File: src/hw/rtl/anl_pkg.sv
// Package for the ASCII number to limbs converter.
// Item payload types, status codes and character constants; no dependencies.

package anl_pkg;

   localparam logic [7:0] CH_0     = 8'h30;
   localparam logic [7:0] CH_9     = 8'h39;
   localparam logic [7:0] CH_LO_A  = 8'h61;
   localparam logic [7:0] CH_LO_F  = 8'h66;
   localparam logic [7:0] CH_UP_A  = 8'h41;
   localparam logic [7:0] CH_UP_F  = 8'h46;
   localparam logic [7:0] CH_LO_X  = 8'h78;
   localparam logic [7:0] CH_UP_X  = 8'h58;

   localparam logic [1:0] STATUS_OK       = 2'd0;
   localparam logic [1:0] STATUS_INVALID  = 2'd1;
   localparam logic [1:0] STATUS_OVERFLOW = 2'd2;

   typedef struct packed {
      logic       start_new;
      logic [7:0] char_code;
      logic       final_char;
   } anl_req_type;

   typedef struct packed {
      logic [63:0] limb_value;
      logic [3:0]  limb_index;
      logic [1:0]  status;
      logic        last_limb;
   } anl_rsp_type;

endpackage

File: src/hw/rtl/ascii_number_to_limbs_core.sv
// ASCII number to multi-limb binary converter, top level.
// Uses anl_pkg for payload types, status codes and character constants.
//
//  channel   dir   handshake              payload
//  req       in    req_valid / req_stall  anl_req_type, one character per item
//  rsp       out   rsp_valid / rsp_stall  anl_rsp_type, LIMBS items per final char
//  csr       in    csr_wr_en              csr_wr_data = base_mode
//
// A digit is accepted in the idle state, then runs through the shared 64-bit
// multiply-add (x10 or x16 plus carry), one limb per cycle; skipped or invalid
// characters skip the multiply-add. A final character then emits the LIMBS
// limbs, which rsp_stall can hold. req_stall is high except in the idle state.
// Reset clears the accumulator, status and base_mode.

module ascii_number_to_limbs_core
   import anl_pkg::*;
#(
   parameter int LIMBS = 4
) (
   input  logic        clock,
   input  logic        reset,
   input  logic        req_valid,
   output logic        req_stall,
   input  anl_req_type req_payload,
   output logic        rsp_valid,
   input  logic        rsp_stall,
   output anl_rsp_type rsp_payload,
   input  logic        csr_wr_en,
   input  logic        csr_wr_data
);

   localparam int CNT_W = (LIMBS > 1) ? $clog2(LIMBS) : 1;
   localparam logic [CNT_W-1:0] CNT_LAST = CNT_W'(LIMBS - 1);

   localparam logic [1:0] ST_IDLE = 2'd0;
   localparam logic [1:0] ST_MAC  = 2'd1;
   localparam logic [1:0] ST_EMIT = 2'd2;

   logic [1:0]       state_ff, state_in;
   logic [CNT_W-1:0] cnt_ff, cnt_in;
   logic [63:0]      acc_ff [LIMBS];
   logic [63:0]      acc_in [LIMBS];
   logic [3:0]       carry_ff, carry_in;
   logic [1:0]       status_ff, status_in;
   logic [1:0]       pos_ff, pos_in;
   logic             fwz_ff, fwz_in;
   logic             mode_ff, mode_in;
   logic             hex_ff, hex_in;
   logic             final_ff, final_in;
   logic             rsp_valid_ff, rsp_valid_in;
   anl_rsp_type      rsp_ff, rsp_in;

   logic [67:0]      mac_sum;
   logic             accept;
   logic             digit_ok;
   logic [3:0]       digit;
   logic             skip;
   logic [1:0]       eff_status;
   logic [1:0]       eff_pos;
   logic             eff_fwz;
   logic             load_rsp;

   always_comb begin
      digit_ok = 1'b1;
      digit    = req_payload.char_code[3:0];
      if (req_payload.char_code inside {[CH_0:CH_9]}) begin
         digit = 4'(req_payload.char_code - CH_0);
      end else if (mode_ff && (req_payload.char_code inside {[CH_LO_A:CH_LO_F]})) begin
         digit = 4'(req_payload.char_code - CH_LO_A + 8'd10);
      end else if (mode_ff && (req_payload.char_code inside {[CH_UP_A:CH_UP_F]})) begin
         digit = 4'(req_payload.char_code - CH_UP_A + 8'd10);
      end else begin
         digit_ok = 1'b0;
      end
   end

   assign accept     = req_valid && !req_stall;
   assign eff_status = req_payload.start_new ? STATUS_OK : status_ff;
   assign eff_pos    = req_payload.start_new ? 2'd0 : pos_ff;
   assign eff_fwz    = req_payload.start_new ? 1'b0 : fwz_ff;
   assign skip       = mode_ff && (eff_pos == 2'd1) && eff_fwz
                       && ((req_payload.char_code == CH_LO_X)
                           || (req_payload.char_code == CH_UP_X));

   // shared unit: limb * base + carry, limb 0 of the rotating accumulator
   assign mac_sum = (hex_ff ? {acc_ff[0], 4'b0000}
                            : ({1'b0, acc_ff[0], 3'b000} + {3'b000, acc_ff[0], 1'b0}))
                    + {64'd0, carry_ff};

   assign load_rsp = (state_ff == ST_EMIT) && (!rsp_valid_ff || !rsp_stall);

   always_comb begin
      state_in     = state_ff;
      cnt_in       = cnt_ff;
      acc_in       = acc_ff;
      carry_in     = carry_ff;
      status_in    = status_ff;
      pos_in       = pos_ff;
      fwz_in       = fwz_ff;
      mode_in      = csr_wr_en ? csr_wr_data : mode_ff;
      hex_in       = hex_ff;
      final_in     = final_ff;
      rsp_valid_in = rsp_valid_ff && rsp_stall;
      rsp_in       = rsp_ff;

      case (state_ff)
         ST_IDLE: begin
            if (accept) begin
               final_in = req_payload.final_char;
               hex_in   = mode_ff;
               cnt_in   = '0;
               if (req_payload.start_new) begin
                  for (int i = 0; i < LIMBS; i++) begin
                     acc_in[i] = '0;
                  end
               end
               status_in = eff_status;
               pos_in    = eff_pos;
               fwz_in    = eff_fwz;
               state_in  = req_payload.final_char ? ST_EMIT : ST_IDLE;
               if (eff_status == STATUS_OK) begin
                  if (!skip) begin
                     if (!digit_ok) begin
                        status_in = STATUS_INVALID;
                     end else begin
                        carry_in = digit;
                        state_in = ST_MAC;
                     end
                  end
                  if (eff_pos == 2'd0) begin
                     fwz_in = (req_payload.char_code == CH_0);
                  end
                  if (eff_pos != 2'd2) begin
                     pos_in = eff_pos + 2'd1;
                  end
               end
            end
         end
         ST_MAC: begin
            // rotate: processed limb goes to the top, next limb comes to slot 0
            for (int i = 0; i < LIMBS - 1; i++) begin
               acc_in[i] = acc_ff[i+1];
            end
            acc_in[LIMBS-1] = mac_sum[63:0];
            carry_in        = mac_sum[67:64];
            cnt_in          = cnt_ff + 1'b1;
            if (cnt_ff == CNT_LAST) begin
               cnt_in = '0;
               if (mac_sum[67:64] != 4'd0) begin
                  status_in = STATUS_OVERFLOW;
               end
               state_in = final_ff ? ST_EMIT : ST_IDLE;
            end
         end
         ST_EMIT: begin
            if (load_rsp) begin
               rsp_valid_in          = 1'b1;
               rsp_in.limb_value     = acc_ff[0];
               rsp_in.limb_index     = 4'(cnt_ff);
               rsp_in.status         = status_ff;
               rsp_in.last_limb      = (cnt_ff == CNT_LAST);
               for (int i = 0; i < LIMBS - 1; i++) begin
                  acc_in[i] = acc_ff[i+1];
               end
               acc_in[LIMBS-1] = acc_ff[0];
               cnt_in          = cnt_ff + 1'b1;
               if (cnt_ff == CNT_LAST) begin
                  cnt_in   = '0;
                  state_in = ST_IDLE;
               end
            end
         end
         default: begin
            state_in = ST_IDLE;
         end
      endcase
   end

   always_ff @(posedge clock) begin
      if (reset) begin
         state_ff     <= ST_IDLE;
         cnt_ff       <= '0;
         for (int i = 0; i < LIMBS; i++) begin
            acc_ff[i] <= '0;
         end
         status_ff    <= STATUS_OK;
         pos_ff       <= 2'd0;
         fwz_ff       <= 1'b0;
         mode_ff      <= 1'b0;
         rsp_valid_ff <= 1'b0;
      end else begin
         state_ff     <= state_in;
         cnt_ff       <= cnt_in;
         acc_ff       <= acc_in;
         status_ff    <= status_in;
         pos_ff       <= pos_in;
         fwz_ff       <= fwz_in;
         mode_ff      <= mode_in;
         rsp_valid_ff <= rsp_valid_in;
      end
   end

   always_ff @(posedge clock) begin
      carry_ff <= carry_in;
      hex_ff   <= hex_in;
      final_ff <= final_in;
      rsp_ff   <= rsp_in;
   end

   assign req_stall   = (state_ff != ST_IDLE);
   assign rsp_valid   = rsp_valid_ff;
   assign rsp_payload = rsp_ff;

endmodule

File: config.mk
export PLATFORM = sky130hd
export DESIGN_NAME = ascii_number_to_limbs_core
export DESIGN_NICKNAME = d
export VERILOG_FILES = /design/src/hw/rtl/anl_pkg.sv /design/src/hw/rtl/ascii_number_to_limbs_core.sv
export SDC_FILE = /design/constraint.sdc
export NUM_CORES = 1
export LEC_CHECK = 0
export BUFFER_PORTS_ARGS = -buffer_cell sky130_fd_sc_hd__buf_4
export CAP_MARGIN = 25
export CORE_UTILIZATION = 25
export DETAILED_ROUTE_END_ITERATION = 16
export GPL_ROUTABILITY_DRIVEN = 1
export GPL_TIMING_DRIVEN = 0
export PLACE_DENSITY_LB_ADDON = 0.05
export SLEW_MARGIN = 25
export SYNTH_ARGS = -nofsm -noshare
export SYNTH_HDL_FRONTEND = slang
export SYNTH_SLANG_ARGS = --single-unit
File: constraint.sdc
create_clock -name clock -period 21.9 [get_ports clock]
set_clock_uncertainty 0.05 [all_clocks]
set_input_delay 4.38 -clock clock [delete_from_list [all_inputs] [get_ports clock]]
set_output_delay 4.38 -clock clock [all_outputs]
set_load 0.03 [all_outputs]
==> Yosys cells after proc, flatten, opt, wreduce, memory -nomap -nowiden <==
Index checks and enable logic that the tools add are counted.
W data, S select, Z words.
{ "word_totals": {"reg_bits": 342, "latch_bits": 0, "ramBits": 0, "romBits": 0, "inputBits": 16, "out_inout_bits": 73, "mem_count": 0} }
{ "op_classes": {"addsub": 9, "mul": 0, "div": 0, "magnitude_cmp": 6, "n_eq_ne": 17, "shifts": 0, "muxes": 46, "bitwise": 0, "reduce_logical": 30} }
{ "ops": {"columns": ["cell", "count"], "rows": [
  ["$mux W256", 3],
  ["$pmux W256 S3", 1],
  ["$add A67 B65 Y68", 1],
  ["$add A68 B4 Y68", 1],
  ["$mux W68", 1],
  ["$mux W2", 22],
  ["$mux W4", 7],
  ["$ne A2 B2 Y1 const B", 9],
  ["$eq A8 B7 Y1 const B", 2],
  ["$ge A8 B7 Y1 const B", 2],
  ["$le A8 B7 Y1 const B", 2],
  ["$pmux W2 S3", 2],
  ["$reduce_and A4 Y1", 3],
  ["$sub A4 B1 Y4 const B", 3],
  ["$logic_and A1 B1 Y1", 11],
  ["$add A4 B4 Y4 const B", 2],
  ["$eq A8 B6 Y1 const B", 1],
  ["$ge A8 B6 Y1 const B", 1],
  ["$le A8 B6 Y1 const B", 1],
  ["$mux W1", 8],
  ["$pmux W4 S2", 1],
  ["$logic_not A2 Y1", 3],
  ["$reduce_and A5 Y1", 1],
  ["$add A2 B1 Y2 const B", 2],
  ["other kinds (11)", 18]
]} }

==> Longest topological paths before layout <==
Gate-level depths: netlist (run 1).
{ "depth": {"ltp_word": 11, "mapped_depth": 25} }

==> Least setup slack after synthesis (run 1) <==
No wires, ideal clock.
{ "synth_timing": {"kind": "in2reg", "from": "input rsp_stall", "to": "register rsp_ff (netlist bit rsp_payload[0]) (enable)", "setup_ns": 0.601, "t_arrival_ns": 9.378, "slack_ns": 11.870, "path_stages": 1, "path_cell_list": "a21boi_0"} }
{ "synth_via": {"elab_chain_cells": 4} }
{ "synth_lines": {"columns": ["item", "line", "source"], "rows": [
  ["start: declaration", "ascii_number_to_limbs_core.sv:26", "input logic rsp_stall,"],
  ["$logic_not A1 Y1", "ascii_number_to_limbs_core.sv:90", "assign load_rsp = (state_ff == ST_EMIT) && (!rsp_valid_ff || !rsp_stall);"],
  ["$logic_or A1 B1 Y1", "ascii_number_to_limbs_core.sv:90", null],
  ["$logic_and A1 B1 Y1", "ascii_number_to_limbs_core.sv:90", null],
  ["$reduce_and A2 Y1 (no source line)", null, null],
  ["end signal: assignment", "ascii_number_to_limbs_core.sv:207", "rsp_ff <= rsp_in;"],
  ["end: declaration", "ascii_number_to_limbs_core.sv:51", "anl_rsp_type rsp_ff, rsp_in;"]
]} }
Every way passes these cells.
A chain may end at the register's enable or synchronous reset.

==> Worst setup path after layout (run 1) <==
{ "layout_timing": {"from": "register hex_ff", "to": "register carry_ff[1], data pin"} }
{ "layout_via": {"elab_chain_cells": 3} }
{ "layout_lines": {"columns": ["item", "line", "source"], "rows": [
  ["start: declaration", "ascii_number_to_limbs_core.sv:48", "logic hex_ff, hex_in;"],
  ["start signal: assignment", "ascii_number_to_limbs_core.sv:205", "hex_ff <= hex_in;"],
  ["$mux W68", "ascii_number_to_limbs_core.sv:86", "assign mac_sum = (hex_ff ? {acc_ff[0], 4'b0000}"],
  ["$add A68 B4 Y68", "ascii_number_to_limbs_core.sv:88", "+ {64'd0, carry_ff};"],
  ["$pmux W4 S2", "ascii_number_to_limbs_core.sv:106", "case (state_ff)"],
  ["via carry_in[1]", "ascii_number_to_limbs_core.sv:43", "logic [3:0] carry_ff, carry_in;"],
  ["end signal: assignment", "ascii_number_to_limbs_core.sv:204", "carry_ff <= carry_in;"],
  ["end: declaration", "ascii_number_to_limbs_core.sv:43", null]
]} }
The timed path passes the listed nets, and every way through them passes these cells.

==> results of run 1 <==
-- worst max-delay path, cell delays in order, from the launching register on --
cell	delay (ns)
edfxtp_1	0.43
buf_2	0.36
clkbuf_1	0.65
clkbuf_1	0.67
buf_2	0.47
buf_2	0.34
buf_1	0.58
clkbuf_1	0.60
clkbuf_1	0.43
clkbuf_1	0.68
nor2b_1	0.13
ha_1	0.36
a21oi_1	0.09
nor2_1	0.16
nand2b_1	0.15
nor4b_2	0.64
or4b_2	0.68
nor4_1	0.31
nand3_1	0.23
nor4_1	0.69
nor4b_1	0.40
xor2_1	0.43
nand2_1	0.13
o21ai_0	0.13
-- cells in the final DEF (no fill, tap or decap), drive strengths merged, types with 17 or more instances in the layout --
cell type,n
a22oi,227
buf,126
nor4,17
o22ai,21
and3,29
mux2i,29
nand4,36
clkbuf,201
nor2,356
edfxtp,75
dfxtp,267
nand2,189
a21oi,160
nor3,39
nand3,64
ha,76
xnor2,59
a21o,40
inv,21
xor2,37
o211ai,17
o21ai,114
-- sequential cells by signal, indices dropped and copies added, names as in the netlist --
name / count
final_ff: 1
rsp_valid: 1
status_ff: 2
cnt_ff: 2
rsp_payload: 69
mode_ff: 1
hex_ff: 1
carry_ff: 4
fwz_ff: 1
acc_ff: 256
state_ff: 2
pos_ff: 2
-- cells by family (layout without fill, tap and decap cells) --
group,Yosys count,count (layout),synth area share
AND/OR/NAND/NOR,841,841,0.2091
AO/OA/AOI/OAI,705,705,0.2459
other,1,2,0.0001940
adder cells (fa/ha/maj),78,78,0.05126
buffers and inverters,184,354,0.03799
multiplexers,36,36,0.01909
flip-flops,342,342,0.3930
XOR/XNOR,96,96,0.04349
-- power by group --
part / switching [mW] / internal [mW]
clock network: 0.298 / 0.435
logic: 0.152 / 0.0486
registers: 0.00656 / 0.665
-- metrics by stage --
step           std cells    util  cell area (um^2)
6_report            3484  0.2999             22850
5_1_grt             3484  0.2999             22850
4_1_cts             3484  0.2999             22850
3_5_place_dp        3403  0.2805             21370
3_3_place_gp        3399  0.2790             21260
2_1_floorplan       2284       -             19340
-- area by class of cell --
| cell class | instances | area share |
|---|---|---|
| buffer | 165 | 0.02907 |
| clock buffer | 73 | 0.06088 |
| timing repair buffer | 89 | 0.03219 |
| inverter | 19 | 0.003121 |
| clock inverter | 8 | 0.003832 |
| multi-input combinational | 1758 | 0.4821 |
| tap | 1030 | 0.05639 |
| sequential | 342 | 0.3324 |
-- final timing paths --
| check | start | endpoint | slack, ns | cells past startpoint |
|---|---|---|---|---|
| min reg2reg | acc_ff[43] | acc_ff[43] | 0.41 | 2 |
| max | hex_ff | carry_ff[1] | 11.89 | 23 |
| max reg2reg | hex_ff | carry_ff[1] | 11.89 | 23 |
| min | acc_ff[43] | acc_ff[43] | 0.41 | 2 |
-- layer usage --
layer  wire [um]  vias to the layer above  part of all wire
li1            -                     8750                 -
met1       40810                     8909              0.49
met2       37520                      455              0.45
met3        3600                       73             0.043
met4        1480                        0             0.018
met5           0                        -                 0
==> summary.md, run 1 <==
| Metric | Value |
|---|---|
| Postcts setup bufs | 0 |
| Post-route minimum period | 10.01 ns |
| Yosys top cell by area | dfxtp_1 |
| Achievable Freq | 99.95 MHz |
| Worst Setup Path Type | reg -> reg |
| Final WL | 83410 um |
| Via density | 5.220 |
| Yosys cell types | 98 |
| Top-Level Pins | 89 |
| Met2 usage | 0.3375 |
| Required @ worst endpoint | 22.25 ns |
| Status | completed |
| Initial antenna violation count | 2 |
| CTS tree | yes |
| Post-Synthesis Cells | 2283 |
| Pwr/cell area | 70.24 nW/um^2 |
| Syn Area/Cell | 8.468 um^2 |
| Max-slew violation count | 0 |
| Setup TNS | 0 ns |
| Slew headroom | 0.3047 |
| Layout fillers | 8102 |
| Largest net degree at the start of global routing | 21 |
| Post-synth EDFFs | 75 |
| RSZ-0062 raised after global routing | false |
| Seq cells post-synth | 342 |
| Synth warnings | 0 |
| Crit path DAT | 10.36 ns |
| Multi-input logic area | 11020 um^2 |
| GR peak layer | met2 |
| Max-cap check violation count | 0 |
| Worst min path class | reg -> reg |
| Place WS | 11.70 ns |
| Worst-Skew Late Latency | 0.59 ns |
| Fin nets | 2513 |
| Synth area leaders | dfxtp_1 (28%), edfxtp_1 (12%), a22oi_1 (8.8%), nor2_1 (6.9%), ha_1 (4.9%) |
| Final setup fails | 0 |
| Area share of the largest cell type after synthesis | 0.2765 |
| Width of the die | 280.1 um |
| Final critical-path share of the clock period | 0.4569 |
| Hold_ws | 0.4098 ns |
| Top-count cell post-synth | nor2_1 |
| Synthesized area | 19330 um^2 |
| Sequential fraction of the synthesis area | 0.3930 |
| Area Overhead vs Synth | 18.21% |
| Core box area | 76200 um^2 |
| Seq. cell area | 7597 um^2 |
| Worst-path clk slew | 0.06 ns |
| Vias in the first global route | 17898 |
| Setup ws final | 11.89 ns |
| Hold_buf cts | 0 |
| Crit. End Element | flop |
| Tot Pwr | 1.605 mW |
| H-tree Lvls | 2 |
| DR iter-0 viols | 1370 |
| Root Buffer | clkbuf_16 |
| Die span in y | 280.1 um |
| DRT Pass-1 Iters | 5 |
| Layout cells sized above 1 | 0.09658 |
| CTS sink cnt | 342 |
| Worst-margin pin slew | 1.029 ns |
| ANT nets after route | 0 |
| Met3 Usage GRT | 0.02523 |
| GRT Total Usage | 0.2107 |
| Vias | 18187 |
| Most common flop cell mapped by yosys | dfxtp_1 |
| P_leak | 8.120 nW |
| Commonest cells in the netlist | nor2_1 (356), dfxtp_1 (267), a22oi_1 (227), nand2_1 (189), a21oi_1 (159) |
| Critical Path Start Type | flop |
| DRC Markers | 0 |
| First-pass GRT wire length | 122400 um |
| Initial core utilization | 0.2537 |
| GPL Wtd Cong | 0.8665 |
| Hpwl dp | 65160 um |
| Worst vdd ir | 52.87 uV |
| WL/cell | 23.94 um |
| Grt met1 use | 0.3011 |
| Global route overflow | 0 |
| Site row count | 101 |
| Post_cts resized | 0 |
| Final Hold Viols | 0 |
| Antenna diodes | 0 |
| Async S/R FF share, synth | 0 |
| Crit path max fanout | 10 |
| Die Area | 78440 um^2 |
| CTS Buf Count | 44 |
| Clock buffer depth | 3 |
| Port Buf Inserts | 85 |
No activity file was read; power rests on OpenSTA's default activity.
==> inputs of run 2 (changes only) <==
==> constraint.sdc (replaced) <==
create_clock -name clock -period 8.35 [get_ports clock]
set_clock_uncertainty 0.05 [all_clocks]
set_input_delay 1.67 -clock clock [delete_from_list [all_inputs] [get_ports clock]]
set_output_delay 1.67 -clock clock [all_outputs]
set_load 0.03 [all_outputs]
==> run 2 against run 1 <==
Clock power grew to 2.6 times the previous value; sequential share of layout area is essentially flat; total power increased to 2.6 times the previous value; worst hold slack worse by 0.0019 ns; register-to-register slack lost 11 ns; combinational power grew to 2.6 times the previous value; flip-flop and latch count stayed put; critical path depth decreased by 1; highest routed layer unchanged.
==> summary.md, run 2 (synthesis gave the netlist of run 1 again) <==
| Metric | Value |
|---|---|
| Status | completed |
| Die span in y | 280.1 um |
| Final WL | 83310 um |
| DRT Pass-1 Iters | 6 |
| Worst path slowest cell | nor4b_4 |
| Vias in the first global route | 17901 |
| RSZ-0062 raised after global routing | false |
| Worst vdd ir | 138.8 uV |
| Post-Place Cells | 3403 |
| Most frequent CP cell | clkbuf_2 |
| Place WS | -1.846 ns |
| Clock share of power | 0.457 |
| Worst Setup Path Type | reg -> reg |
| Crit. End Element | flop |
| Layout Cells excl Fill | 3482 |
| Crit-path max cell delay | 0.49 ns |
| Combinational Power Share | 0.125 |
| DRC Markers | 0 |
| Width of the die | 280.1 um |
| Post-route minimum period | 7.866 ns |
| Area Overhead vs Synth | 18.32% |
| Commonest non-fill, non-tap cells in the layout | nor2_1 (356), dfxtp_1 (267), a22oi_1 (227) |
| Largest net degree at the start of global routing | 21 |
| Worst-path clk slew | 0.06 ns |
| GPL Wtd Cong | 0.8665 |
| Vias | 18167 |
| CTS sink cnt | 342 |
| H-tree Lvls | 2 |
| Worst-margin pin slew | 1.035 ns |
| Sw Pwr | 1.200 mW |
| Fin nets | 2511 |
| Site row count | 101 |
| Pwr/cell area | 184.2 nW/um^2 |
| Setup TNS | 0 ns |
| Required @ worst endpoint | 8.59 ns |
| Slew headroom | 0.3007 |
| Utilization after layout | 0.3002 |
| Via density | 5.217 |
| Final setup fails | 0 |
| Global route overflow | 0 |
| Crit path max-delay family | buffers and inverters |
| Layout fillers | 8099 |
| ANT nets after route | 0 |
| Reg with most FFs | acc_ff |
| P_leak | 8.148 nW |
| Crit path DAT | 8.11 ns |
| Buffer and inverter count on the worst path | 8 |
| CTS Buf Count | 44 |
| Port Buf Inserts | 85 |
| Root Buffer | clkbuf_16 |
| CTS tree | yes |
| WL/cell | 23.92 um |
| Max-slew violation count | 0 |
| Crit-path cells | buf_4 > clkbuf_2 > buf_2 > clkbuf_4 > clkbuf_2 > clkbuf_1 > clkbuf_2 > nor2b_1 > ha_1 > a21oi_1 > nor2_1 > nand2b_1 > nor4b_4 > or4b_1 > clkbuf_1 > nor4_4 > nand3_2 > nor4_4 > nor4b_1 > nand4b_1 > xnor2_1 > o21ai_0 |
| First-pass GRT wire length | 122300 um |
| Die Area | 78440 um^2 |
| Switching Fraction | 0.2848 |
| GR peak layer | met2 |
| Top-Level Pins | 89 |
| Antenna diodes | 0 |
| Placed Instance Area | 21370 um^2 |
| Worst min path class | reg -> reg |
| Clock buffer depth | 3 |
| Core box area | 76200 um^2 |
| DR iter-0 viols | 1378 |
| Commonest non-fill, non-tap cell in the layout | nor2_1 |
| Met3 Usage GRT | 0.02573 |
| Worst-Skew Late Latency | 0.59 ns |
| Initial antenna violation count | 2 |
| Hold_buf cts | 0 |
| Met2 usage | 0.3355 |
| Largest register FFs | 256 |
| Design area | 22870 um^2 |
| Crit path max fanout | 19 |
| Setup ws final | 0.4836 ns |
| Sequential share of power | 0.418 |
| Final Hold Viols | 0 |
| Achievable Freq | 127.1 MHz |
| GRT Total Usage | 0.2102 |
| Critical Path Start Type | flop |
| Tot Pwr | 4.213 mW |
| Hold_ws | 0.4080 ns |
| Max-cap check violation count | 0 |
| Hpwl dp | 65160 um |
| Final critical-path share of the clock period | 0.9421 |
| Initial core utilization | 0.2537 |
| Grt met1 use | 0.3008 |
| Internal power | 3.013 mW |
| Layout cells sized above 1 | 0.09869 |
## run 2: cell types whose count changed in the layout (fill, tap and decap cells not counted), sizes merged
cell and delta:
buf -2
## run 2: area by class of cell
cell class,count,area (um^2),share of cell area
Buffer,163,665.6,0.02910
Clock buffer,73,1391,0.06082
Clock inverter,8,87.58,0.003829
Inverter,19,71.32,0.003118
Multi-Input combinational cell,1758,11040,0.4825
Sequential cell,342,7597,0.3321
Tap cell,1030,1289,0.05634
Timing Repair Buffer,89,735.7,0.03216
## run 2: layer usage
layer / routed length, um / up-vias
li1: - / 8746
met4: 1526 / 0
met2: 37270 / 423
met3: 3482 / 78
met1: 41030 / 8920
met5: 0 / -
## run 2: worst reg2reg max path, stage by stage (launching register included)
cell      delay, ns
edfxtp_1       0.43
buf_4          0.38
clkbuf_2       0.44
buf_2          0.41
clkbuf_4       0.40
clkbuf_2       0.39
clkbuf_1       0.43
clkbuf_2       0.43
nor2b_1        0.11
ha_1           0.34
a21oi_1        0.09
nor2_1         0.16
nand2b_1       0.17
nor4b_4        0.49
or4b_1         0.48
clkbuf_1       0.21
nor4_4         0.33
nand3_2        0.29
nor4_4         0.44
nor4b_1        0.36
nand4b_1       0.16
xnor2_1        0.45
o21ai_0        0.14
## run 2: final timing paths
kind / startpoint / endpoint / slack (ns) / cells after the start
setup / recovery: hex_ff / carry_ff[3] / 0.48 / 22
hold / removal: acc_ff[43] / acc_ff[43] / 0.41 / 2
setup reg to reg: hex_ff / carry_ff[3] / 0.48 / 22
hold reg to reg: acc_ff[43] / acc_ff[43] / 0.41 / 2
## run 2: power by group through the flow
stage | Clock (mW) | Sequential (mW) | Combinational [mW]
after floorplan | 0 | 1.89 | 0.203
after global placement | 0 | 1.82 | 0.513
after detailed placement | 0 | 1.80 | 0.535
final | 1.93 | 1.76 | 0.525
after global routing | 2.05 | 1.77 | 0.561
after CTS | 1.99 | 1.76 | 0.535
## run 2: timing repair
action                     in CTS  in global routing
setup endpoints to repair      57                  2
hold endpoints to repair        0                  0
setup buffers                   0                  0
gates resized for setup         5                  3
==> inputs of run 3 (changes only) <==
--- a/config.mk
+++ b/config.mk
@@ -8,6 +8,7 @@
 export BUFFER_PORTS_ARGS = -buffer_cell sky130_fd_sc_hd__buf_4
 export CAP_MARGIN = 25
 export CORE_UTILIZATION = 25
+export CTS_BUF_LIST = sky130_fd_sc_hd__clkbuf_4
 export DETAILED_ROUTE_END_ITERATION = 16
 export GPL_ROUTABILITY_DRIVEN = 1
 export GPL_TIMING_DRIVEN = 0
==> constraint.sdc (replaced) <==
create_clock -name clock -period 8.6 [get_ports clock]
set_clock_uncertainty 0.05 [all_clocks]
set_input_delay 1.72 -clock clock [delete_from_list [all_inputs] [get_ports clock]]
set_output_delay 1.72 -clock clock [all_outputs]
set_load 0.03 [all_outputs]
==> run 3 against run 2 <==
Critical path depth unchanged; wire length increased by 0.57%; worst setup slack got worse by 0.072 ns; first-iteration DRC count decreased by 13%; utilization decreased by 0.27 points; flip-flop and latch count unchanged; worst hold slack improved by 0.0021 ns; total power decreased by 9.8%; sequential power decreased by 3%; critical endpoint unchanged; clock power decreased by 18%.
==> summary.md, run 3 (synthesis gave the netlist of run 1 again) <==
| Metric | Value |
|---|---|
| Status | completed |
| Critical Path Start Type | flop |
| Commonest non-fill, non-tap cell in the layout | nor2_1 |
| Crit path max fanout | 19 |
| Max-cap check violation count | 0 |
| CTS sink cnt | 342 |
| Initial antenna violation count | 3 |
| P_leak | 8.161 nW |
| Port Buf Inserts | 85 |
| ANT nets after route | 0 |
| Site row count | 101 |
| Postcts setup bufs | 0 |
| Worst Setup Path Type | reg -> reg |
| Final WL | 83780 um |
| WL/cell | 23.40 um |
| Fin nets | 2567 |
| DRC Markers | 0 |
| Worst-Skew Late Latency | 0.86 ns |
| GPL Wtd Cong | 0.8665 |
| Final critical-path share of the clock period | 0.9521 |
| Global route overflow | 0 |
| Initial core utilization | 0.2537 |
| Crit path DAT | 8.72 ns |
| First-pass GRT wire length | 123000 um |
| CTS tree | yes |
| Hpwl dp | 65160 um |
| Layout Cells excl Fill | 3581 |
| RSZ-0062 raised after global routing | false |
| Worst-path clk slew | 0.07 ns |
| Pwr/cell area | 167.7 nW/um^2 |
| DR iter-0 viols | 1197 |
| Layout cells sized above 1 | 0.1311 |
| Required @ worst endpoint | 9.13 ns |
| Die span in y | 280.1 um |
| Max-slew violation count | 0 |
| Worst-margin pin slew | 1.026 ns |
| Achievable Freq | 122.1 MHz |
| Top-Level Pins | 89 |
| Largest register FFs | 256 |
| Crit. End Element | flop |
| Hold_buf cts | 0 |
| Critical R2R Capture | carry_ff[3] |
| Die Area | 78440 um^2 |
| Largest net degree at the start of global routing | 21 |
| Width of the die | 280.1 um |
| Vias | 18595 |
| Final Hold Viols | 0 |
| GRT Total Usage | 0.2125 |
| Area Overhead vs Synth | 17.27% |
| Slew headroom | 0.3070 |
| Reg with most FFs | acc_ff |
| Post-Place Cells | 3403 |
| Utilization after layout | 0.2975 |
| Commonest non-fill, non-tap cells in the layout | nor2_1 (356), dfxtp_1 (267), a22oi_1 (227) |
| Reg2reg start | hex_ff |
| Post-route minimum period | 8.188 ns |
| Hold_ws | 0.4101 ns |
| Vias in the first global route | 18375 |
| Clock buffer depth | 3 |
| Via density | 5.193 |
| Worst min path class | reg -> reg |
| H-tree Lvls | 3 |
| Hold path depth | 2 |
| Cell count of the worst reg-to-reg path | 22 |
| Worst hold start | acc_ff[42] |
| Root Buffer | clkbuf_4 |
| Final setup fails | 0 |
| Reg2reg setup slack | 0.41 ns |
| Worst Hold Endpoint | acc_ff[42] |
| CTS Buf Count | 100 |
| Worst vdd ir | 74.12 uV |
| Setup TNS | 0 ns |
| Core box area | 76200 um^2 |
| DRT Pass-1 Iters | 5 |
[run 3: final cells by class]
cell class	instances	area, um^2
diodes	3	7.507
plain buffers	163	663.1
clock buffers	155	1164
clock inverters	22	121.4
fillers	8206	53530
inverters	19	71.32
multi-input cells	1758	11020
flip-flops and latches	342	7597
well taps	1030	1289
repair buffers	89	735.7
[run 3: metrics by stage]
| stage | instance area [um^2] | worst slack [ns] | total power [mW] |
|---|---|---|---|
| 2_1_floorplan | 19340 | 1.230 | 2.028 |
| 3_3_place_gp | 21260 | -3.509 | 2.263 |
| 3_5_place_dp | 21370 | -1.596 | 2.264 |
| 4_1_cts | 22660 | 0.2407 | 3.890 |
| 5_1_grt | 22670 | 0.05631 | 3.997 |
| 6_report | 22670 | 0.4120 | 3.802 |
[run 3: how the worst max path moves through the flow]
stage	start	endpoint	slack (ns)	depth (start not counted)
global placement	state_ff[0]	rsp_payload[32]	-3.51	6
finish	hex_ff	carry_ff[3]	0.41	22
floorplan	rsp_stall	rsp_payload[0]	1.23	1
detailed placement	hex_ff	carry_ff[1]	-1.60	23
CTS	hex_ff	carry_ff[2]	0.24	22
global route	hex_ff	carry_ff[3]	0.06	22
[run 3: what timing repair did]
item / in CTS / in global routing
gates resized for setup: 4 / 1
cloned: 0 / 0
setup endpoints to repair: 54 / 2
[run 3: critical path, stage by stage, from the launching register on]
cell	delay, ns
edfxtp_1	0.44
clkbuf_4	0.43
clkbuf_2	0.42
buf_2	0.41
buf_2	0.46
clkbuf_2	0.42
clkbuf_1	0.43
clkbuf_2	0.44
nor2b_1	0.10
ha_1	0.34
a21oi_1	0.09
nor2_1	0.16
nand2b_1	0.15
nor4b_2	0.66
or4b_1	0.49
clkbuf_1	0.21
nor4_4	0.35
nand3_2	0.29
nor4_4	0.44
nor4b_1	0.35
nand4b_1	0.16
xnor2_1	0.43
o21ai_0	0.14
[run 3: power by group]
part           switching [mW]  internal, mW  total [mW]
Clock                   0.765         0.818        1.58
Combinational           0.385         0.124       0.509
Sequential             0.0166          1.69        1.71
[run 3: metal layers]
metal	up-vias	global-route usage	wire (um)
met3	95	0.03372	4304
met4	0	0.05647	1606
li1	8932	-	-
met5	-	0	0
met1	9045	0.2987	40400
met2	523	0.3346	37480
